### src/rtl/sdrrip_pkg.sv
// Shared types and constants of the DRRIP/SHiP replacement engine.
package sdrrip_pkg;

  localparam logic [1:0] OP_VICTIM = 2'd0;
  localparam logic [1:0] OP_UPDATE = 2'd1;
  localparam logic [1:0] OP_EVICT  = 2'd2;

  localparam logic [1:0] RRPV_MAX  = 2'd3;
  localparam logic [9:0] DUEL_MID  = 10'd512;
  localparam logic [9:0] DUEL_MAX  = 10'd1023;

  typedef struct packed {
    logic [1:0]  opcode;
    logic [10:0] set_index;
    logic [3:0]  way_index;
    logic [63:0] phys_addr;
    logic [5:0]  pc_signature;
    logic        is_hit;
    logic [4:0]  bimodal_draw;
  } req_t;

  typedef struct packed {
    logic [3:0] victim_way;
    logic       stream_seen;
    logic [1:0] inserted_rrpv;
  } rsp_t;

endpackage

### src/rtl/sdrrip_front.sv
// Front end: accept beats, fold indices, queue them for the back end.
module sdrrip_front #(
  parameter int NumSets = 2048,
  parameter int NumWays = 16,
  parameter int SigWidth = 6
) (
  input  logic              clk_i,
  input  logic              rst_ni,
  input  logic              start_i,
  input  sdrrip_pkg::req_t  req_i,
  output logic              busy_o,
  output logic              q_valid_o,
  output sdrrip_pkg::req_t  q_req_o,
  input  logic              q_pop_i
);
  localparam int SetW = $clog2(NumSets);
  localparam int WayW = $clog2(NumWays);

  // two-entry queue
  sdrrip_pkg::req_t slot_q [2];
  logic [1:0] cnt_q, cnt_d;
  logic       rd_q, wr_q;
  logic       push;
  sdrrip_pkg::req_t norm;

  assign busy_o = (cnt_q == 2'd2);
  assign push   = start_i && !busy_o;

  // wrap set, way and signature into range
  always_comb begin
    norm = req_i;
    norm.set_index = 11'(SetW'(req_i.set_index));
    norm.way_index = 4'(WayW'(req_i.way_index));
    norm.pc_signature = 6'(SigWidth'(req_i.pc_signature));
  end

  assign q_valid_o = (cnt_q != 2'd0);
  assign q_req_o   = slot_q[rd_q];

  always_comb begin
    cnt_d = cnt_q + 2'(push) - 2'(q_pop_i);
  end

  always_ff @(posedge clk_i or negedge rst_ni) begin
    if (!rst_ni) begin
      cnt_q <= 2'd0;
      rd_q  <= 1'b0;
      wr_q  <= 1'b0;
    end else begin
      cnt_q <= cnt_d;
      if (push) wr_q <= !wr_q;
      if (q_pop_i) rd_q <= !rd_q;
    end
  end

  always_ff @(posedge clk_i) begin
    if (push) slot_q[wr_q] <= norm;
  end
endmodule

### config.mk
export PLATFORM = sky130hd
export DESIGN_NAME = sdrrip_front
export DESIGN_NICKNAME = d
export VERILOG_FILES = /design/src/rtl/sdrrip_pkg.sv /design/src/rtl/sdrrip_front.sv
export SDC_FILE = /design/constraint.sdc
export NUM_CORES = 1
export LEC_CHECK = 0
export BUFFER_PORTS_ARGS = -buffer_cell sky130_fd_sc_hd__clkbuf_2
export CORE_MARGIN = 10
export CORE_UTILIZATION = 47
export CTS_CLUSTER_DIAMETER = 120
export CTS_CLUSTER_SIZE = 16
export DETAILED_ROUTE_END_ITERATION = 8
export GPL_TIMING_DRIVEN = 0
export HOLD_SLACK_MARGIN = 0.15
export PLACE_DENSITY = 0.74
export SYNTH_ARGS = -nofsm -noshare
export SYNTH_HDL_FRONTEND = slang
export SYNTH_SLANG_ARGS = --single-unit
### constraint.sdc
create_clock -name clk_i -period 4.9 [get_ports clk_i]
set_input_delay 0.98 -clock clk_i [delete_from_list [all_inputs] [get_ports clk_i]]
set_output_delay 0.98 -clock clk_i [all_outputs]
set_load 0.02 [all_outputs]
==> impl_metrics.json, run 1 <==
{
  "top_usage_layer": "met2",
  "yosysUniqueCellTypes": 15,
  "setup_viol": 0,
  "yosysTopAreaCell": "edfxtp_1",
  "synth.avg_cell_area_um2": 22.6,
  "cts_buffers": 17,
  "grt_pass1_wl_mm": 21.8,
  "coreArea_um2": 14500,
  "place.port_buffers": 191,
  "finClkSkew_ps": 6.60,
  "hp-class": "in -> async",
  "overflow": 0,
  "track_usage": 0.142,
  "yosys_warnings": 0,
  "cts_htree_levels": 4,
  "vias_per_cell": 5.00,
  "place_congestion": 0.694,
  "final.fill_count": 1084,
  "synth-seq-cells": 190,
  "diodes": 0,
  "max_freq_mhz": 359,
  "place_area_um2": 8210,
  "dr_total_vias": 3584,
  "synth_area_um2": 6920,
  "final_nets": 619,
  "crit_arrival_ps": 1810,
  "period_minus_slack_ps": 2790,
  "worstPathMaxFanout": 10,
  "clk_latency_ps": 420,
  "hold_viol": 0,
  "rows": 44,
  "cts_tree": "yes",
  "syn_nets": 405,
  "synthCells": 306,
  "multi_input_area_um2": 1150,
  "cp_data_required_time_ps": 3920,
  "cts_buffer_depth": 2,
  "cts_root_buf": "clkbuf_16",
  "timing.hold.ws_ps": 357,
  "syn_to_final_growth_pct": 27.9,
  "finalMaxSlewViolations": 0,
  "regArea_um2": 5690,
  "rsz0062_at_grt": "false",
  "grt_util_met3": 0.0734,
  "die-width_um": 141,
  "leakage_uw": 0.00338,
  "tightest_slew_ps": 669,
  "drtIter0Drc": 241,
  "peakVddDrop_mv": 0.390,
  "seq_area_frac_synth": 0.822,
  "path_class": "reg -> out",
  "grt_pass1_vias": 3992,
  "fp.dieH_um": 141,
  "cp-end-kind": "output pin",
  "yosysTopAreaCellShare": 0.808,
  "maxSlewHeadroom": 0.554,
  "clk_pin_slew_ps": 70,
  "final_area_um2": 8850,
  "cap_violations": 0,
  "antenna_found_initial": 0,
  "grt_max_degree": 50,
  "remaining_drc_errors": 0,
  "initial_core_util": 0.478,
  "holdBufCountCts": 0,
  "met1_usage": 0.159,
  "met2_usage": 0.229,
  "postCtsSetupBuffers": 0,
  "status": "finished, final reports clean",
  "synth.area.top_cells": "edfxtp_1 81%, mux2_2 15%, dfrtp_1 1.4%",
  "cts_resized": 0,
  "cts_sinks": 190,
  "ios": 192,
  "powerDensity_nw_per_um2": 641,
  "drive_gt1_frac": 0.625,
  "wl_per_cell_um": 19.8,
  "hpwlAfterDp_mm": 10.3,
  "worst_setup_path_start_kind": "flip-flop",
  "period_share": 0.569,
  "wl_mm": 14.2,
  "ant_nets": 0,
  "die-area_um2": 20000,
  "firstDrtPassIters": 4
}
## state kept, by name (all words and copies together), names as in the netlist
register,cells
slot_q,186
cnt_q,2
wr_q,1
rd_q,1
## cells in the final DEF, fill, tap and decap left out, types with 2 or more instances in the layout
cell type   synthesis  routed
buf_16              0       2
dfrtp_1             4       4
ha_1                2       2
buf_6               6       6
edfxtp_1          186     186
clkinv_4            0       2
mux2_2             93      93
inv_1               2       2
xnor2_1             3       3
inv_6               0       2
inv_8               0       2
buf_2               3       3
clkinvlp_4          0       3
clkbuf_2            0     191
bufinv_16           0       4
clkinv_2            0       2
clkbuf_16           0      17
buf_12              0       2
## logic make-up after synthesis
family / share of synthesized area
xor gates and xnor gates: 0.00507
adders and majority gates: 0.00362
buffers and inverters: 0.0141
DFF: 0.822
muxes: 0.151
and+or+nand+nor: 0.00380
## through the flow
stage	instances	TNS [ps]	total power, uW	utilization	setup slack (ps)
after floorplan	306	0	3610	-	972
after global placement	681	-30350	4220	0.560	-332
after detailed placement	685	0	4280	0.567	2370
after CTS	717	0	5760	0.611	2030
after global routing	717	0	5940	0.611	2000
final	717	0	5670	0.611	2110
## cell usage after synthesis
master and number:
or2_2 1, inv_1 2, edfxtp_1 186, and3_1 1, dfrtp_1 4, ha_1 2
xnor2_1 3, nor2_1 1, buf_2 3, nand2b_1 1, nand2_1 1, mux2_2 93
buf_4 1, xor2_1 1, buf_6 6
## where the power goes
group	total, uW	leakage (uW)	internal (uW)	switching [uW]
Clock	1460	0.000304	864	594
Sequential	2310	0.00177	2220	88.8
Combinational	1900	0.00131	755	1150
Total	5670	0.00338	3840	1830
## cell type report
cell class / count / area share
buffer: 10 / 0.0102
clock buffer: 17 / 0.0481
clock inverter: 15 / 0.0238
inverter: 2 / 0.000849
multi-input combinational: 104 / 0.130
sequential: 190 / 0.643
tap: 184 / 0.0260
timing repair buffer: 195 / 0.119
## final timing paths
| path | start | endpoint | slack [ps] | cells after the start |
|---|---|---|---|---|
| worst max-delay path | rd_q$_DFFE_PN0P_ | q_req_o[64] | 2110 | 4 |
| worst max register to register | cnt_q[0]$_DFF_PN0_ | slot_q[0][34]$_DFFE_PP_ | 2880 | 5 |
| min in group clk_i | wr_q$_DFFE_PN0P_ | wr_q$_DFFE_PN0P_ | 560 | 1 |
| worst min-delay path | rst_ni | cnt_q[1]$_DFF_PN0_ | 360 | 1 |
| max in group asynchronous | rst_ni | rd_q$_DFFE_PN0P_ | 4410 | 1 |
| worst min register to register | wr_q$_DFFE_PN0P_ | wr_q$_DFFE_PN0P_ | 560 | 1 |
## critical path, stage by stage, from the launching register on
cell	delay [ps]
dfrtp_1	400
buf_4	260
buf_6	190
mux2_2	360
clkbuf_2	160
## per-layer routing
metal	wire, um	part of all wire
met2	7110	0.50
met5	0	0
met3	1370	0.096
met1	5520	0.39
met4	194	0.014
No activity file was read; power rests on OpenSTA's default activity.
==> run 2: changes to the inputs <==
--- a/config.mk
+++ b/config.mk
@@ -7,13 +7,13 @@
 export LEC_CHECK = 0
 export BUFFER_PORTS_ARGS = -buffer_cell sky130_fd_sc_hd__clkbuf_2
 export CORE_MARGIN = 10
-export CORE_UTILIZATION = 47
+export CORE_UTILIZATION = 52
 export CTS_CLUSTER_DIAMETER = 120
 export CTS_CLUSTER_SIZE = 16
 export DETAILED_ROUTE_END_ITERATION = 8
 export GPL_TIMING_DRIVEN = 0
 export HOLD_SLACK_MARGIN = 0.15
-export PLACE_DENSITY = 0.74
+export PLACE_DENSITY = 0.77
 export SYNTH_ARGS = -nofsm -noshare
 export SYNTH_HDL_FRONTEND = slang
 export SYNTH_SLANG_ARGS = --single-unit
==> constraint.sdc (replaced) <==
create_clock -name clk_i -period 2.9 [get_ports clk_i]
set_input_delay 0.58 -clock clk_i [delete_from_list [all_inputs] [get_ports clk_i]]
set_output_delay 0.58 -clock clk_i [all_outputs]
set_load 0.02 [all_outputs]
==> run 2 against run 1 <==
  * Cell area is 0.21% lower
  * Die area shrank 8.3%
  * Register-to-register slack got worse by 1900 ps
  * Sequential cell count is the same
  * Cell count is 1.1% lower
  * Global-route usage up 0.41 points
  * Critical path type unchanged
==> impl_metrics.json, run 2 (synthesis gave the netlist of run 1 again) <==
{
  "multi_input_area_um2": 1150,
  "dp_cells": 677,
  "final_cell_mix": "191 x clkbuf_2, 186 x edfxtp_1, 93 x mux2_2",
  "cts_sinks": 190,
  "final.fill_count": 914,
  "postCtsSetupBuffers": 0,
  "place.port_buffers": 191,
  "r2r-end": "slot_q[0][42]$_DFFE_PP_",
  "ios": 192,
  "syn_to_final_growth_pct": 27.6,
  "maxSlewHeadroom": 0.571,
  "largest_reg_flops": 186,
  "powerDensity_nw_per_um2": 1070,
  "path_buf_inv": 3,
  "peakVddDrop_mv": 0.819,
  "max_stage_delay_ps": 380,
  "clk_latency_ps": 420,
  "setup_tns_ps": 0,
  "leakage_uw": 0.00337,
  "track_usage": 0.146,
  "wl_per_cell_um": 18.9,
  "hold_viol": 0,
  "path_class": "reg -> out",
  "setup_viol": 0,
  "regArea_um2": 5690,
  "initial_core_util": 0.526,
  "r2r_cells": 5,
  "period_share": 0.808,
  "hpwlAfterDp_mm": 9.58,
  "p_total_uw": 9460,
  "setup_ws_ps": 555,
  "hold_depth": 1,
  "die-width_um": 135,
  "ff2ff_setup_slack_ps": 950,
  "timing.hold.ws_ps": 347,
  "final_nets": 620,
  "finClkSkew_ps": 3.59,
  "remaining_drc_errors": 0,
  "rsz0062_at_grt": "false",
  "endpoint": "q_req_o[53]",
  "crit_chain": "buf_4 > buf_6 > mux2_2 > clkbuf_2",
  "firstDrtPassIters": 4,
  "largest_register": "slot_q",
  "critical_path_cell_count": 4,
  "cts_buffers": 17,
  "tightest_slew_ps": 643,
  "reg2reg_from": "cnt_q[1]$_DFF_PN0_",
  "rows": 42,
  "grt_pass1_vias": 3808,
  "clk_pin_slew_ps": 60,
  "cap_violations": 0,
  "vias_per_cell": 5.05,
  "diodes": 0,
  "die-area_um2": 18300,
  "cp-end-kind": "output pin",
  "finalMaxSlewViolations": 0,
  "place_congestion": 0.732,
  "cts_root_buf": "clkbuf_16",
  "cts_buffer_depth": 2,
  "ant_nets": 0,
  "max_freq_mhz": 427,
  "stdcell_count": 709,
  "dr_total_vias": 3577,
  "final_common_cell": "clkbuf_2",
  "pre_cts_ws_ps": 797,
  "drtIter0Drc": 140,
  "antenna_found_initial": 0,
  "fp.dieH_um": 135,
  "grt_max_degree": 51,
  "grt_pass1_wl_mm": 20.2,
  "startpoint": "rd_q$_DFFE_PN0P_",
  "cp_data_required_time_ps": 2320,
  "period_minus_slack_ps": 2340,
  "crit_arrival_ps": 1760,
  "coreArea_um2": 13100,
  "status": "finished, final reports clean",
  "hp-class": "in -> reg",
  "critPathTopFamily": "buffers and inverters",
  "cts_resized": 0,
  "top_regs": "slot_q (186), cnt_q (2)",
  "drive_gt1_frac": 0.621,
  "overflow": 0,
  "worstPathMaxFanout": 10,
  "cts_htree_levels": 4,
  "cp_slowest_cell": "dfrtp_1",
  "cts_tree": "yes",
  "wl_mm": 13.4,
  "worst_setup_path_start_kind": "flip-flop"
}
[run 2: layout make-up]
class                      instances  area share
clock inverter                    14      0.0217
multi-input combinational        104       0.130
inverter                           2    0.000850
buffer                            10      0.0102
tap                              176      0.0249
timing repair buffer             196       0.120
clock buffer                      17      0.0482
sequential                       190       0.644
[run 2: power breakdown]
part	internal [uW]	switching [uW]
registers	3750	139
clock network	1440	951
logic	1270	1910
[run 2: worst reg2reg max path: stages (launching register included)]
cell	delay, ps
dfrtp_1	410
nand2b_1	130
nand2_1	160
nor2_4	480
buf_16	240
buf_12	220
[run 2: worst min-delay path by stage]
stage | start | endpoint | slack [ps]
global placement | rst_ni | wr_q$_DFFE_PN0P_ | 390
floorplan | rst_ni | cnt_q[0]$_DFF_PN0_ | 280
CTS | req_i[49] | slot_q[1][49]$_DFFE_PP_ | 330
detailed placement | rst_ni | wr_q$_DFFE_PN0P_ | 400
finish | req_i[40] | slot_q[1][40]$_DFFE_PP_ | 350
global route | req_i[17] | slot_q[1][17]$_DFFE_PP_ | 330
[run 2: repair_timing]
action                                 4_1_cts  5_1_grt
hold buffers                                 1        0
endpoints found under the hold margin        4        0
setup endpoints to repair                    0        0
[run 2: stage by stage]
step,utilization,cell area [um2]
after detailed placement,0.624,8200
after CTS,0.672,8830
after global routing,0.672,8830
after floorplan,-,6930
after global placement,0.617,8100
final,0.672,8830
[run 2: per-layer routing]
| metal | track usage | up-vias | share of wire |
|---|---|---|---|
| li1 | - | 1647 | - |
| met3 | 0.0638 | 24 | 0.098 |
| met5 | 0 | - | 0 |
| met2 | 0.242 | 149 | 0.50 |
| met1 | 0.161 | 1757 | 0.38 |
| met4 | 0.0646 | 0 | 0.020 |
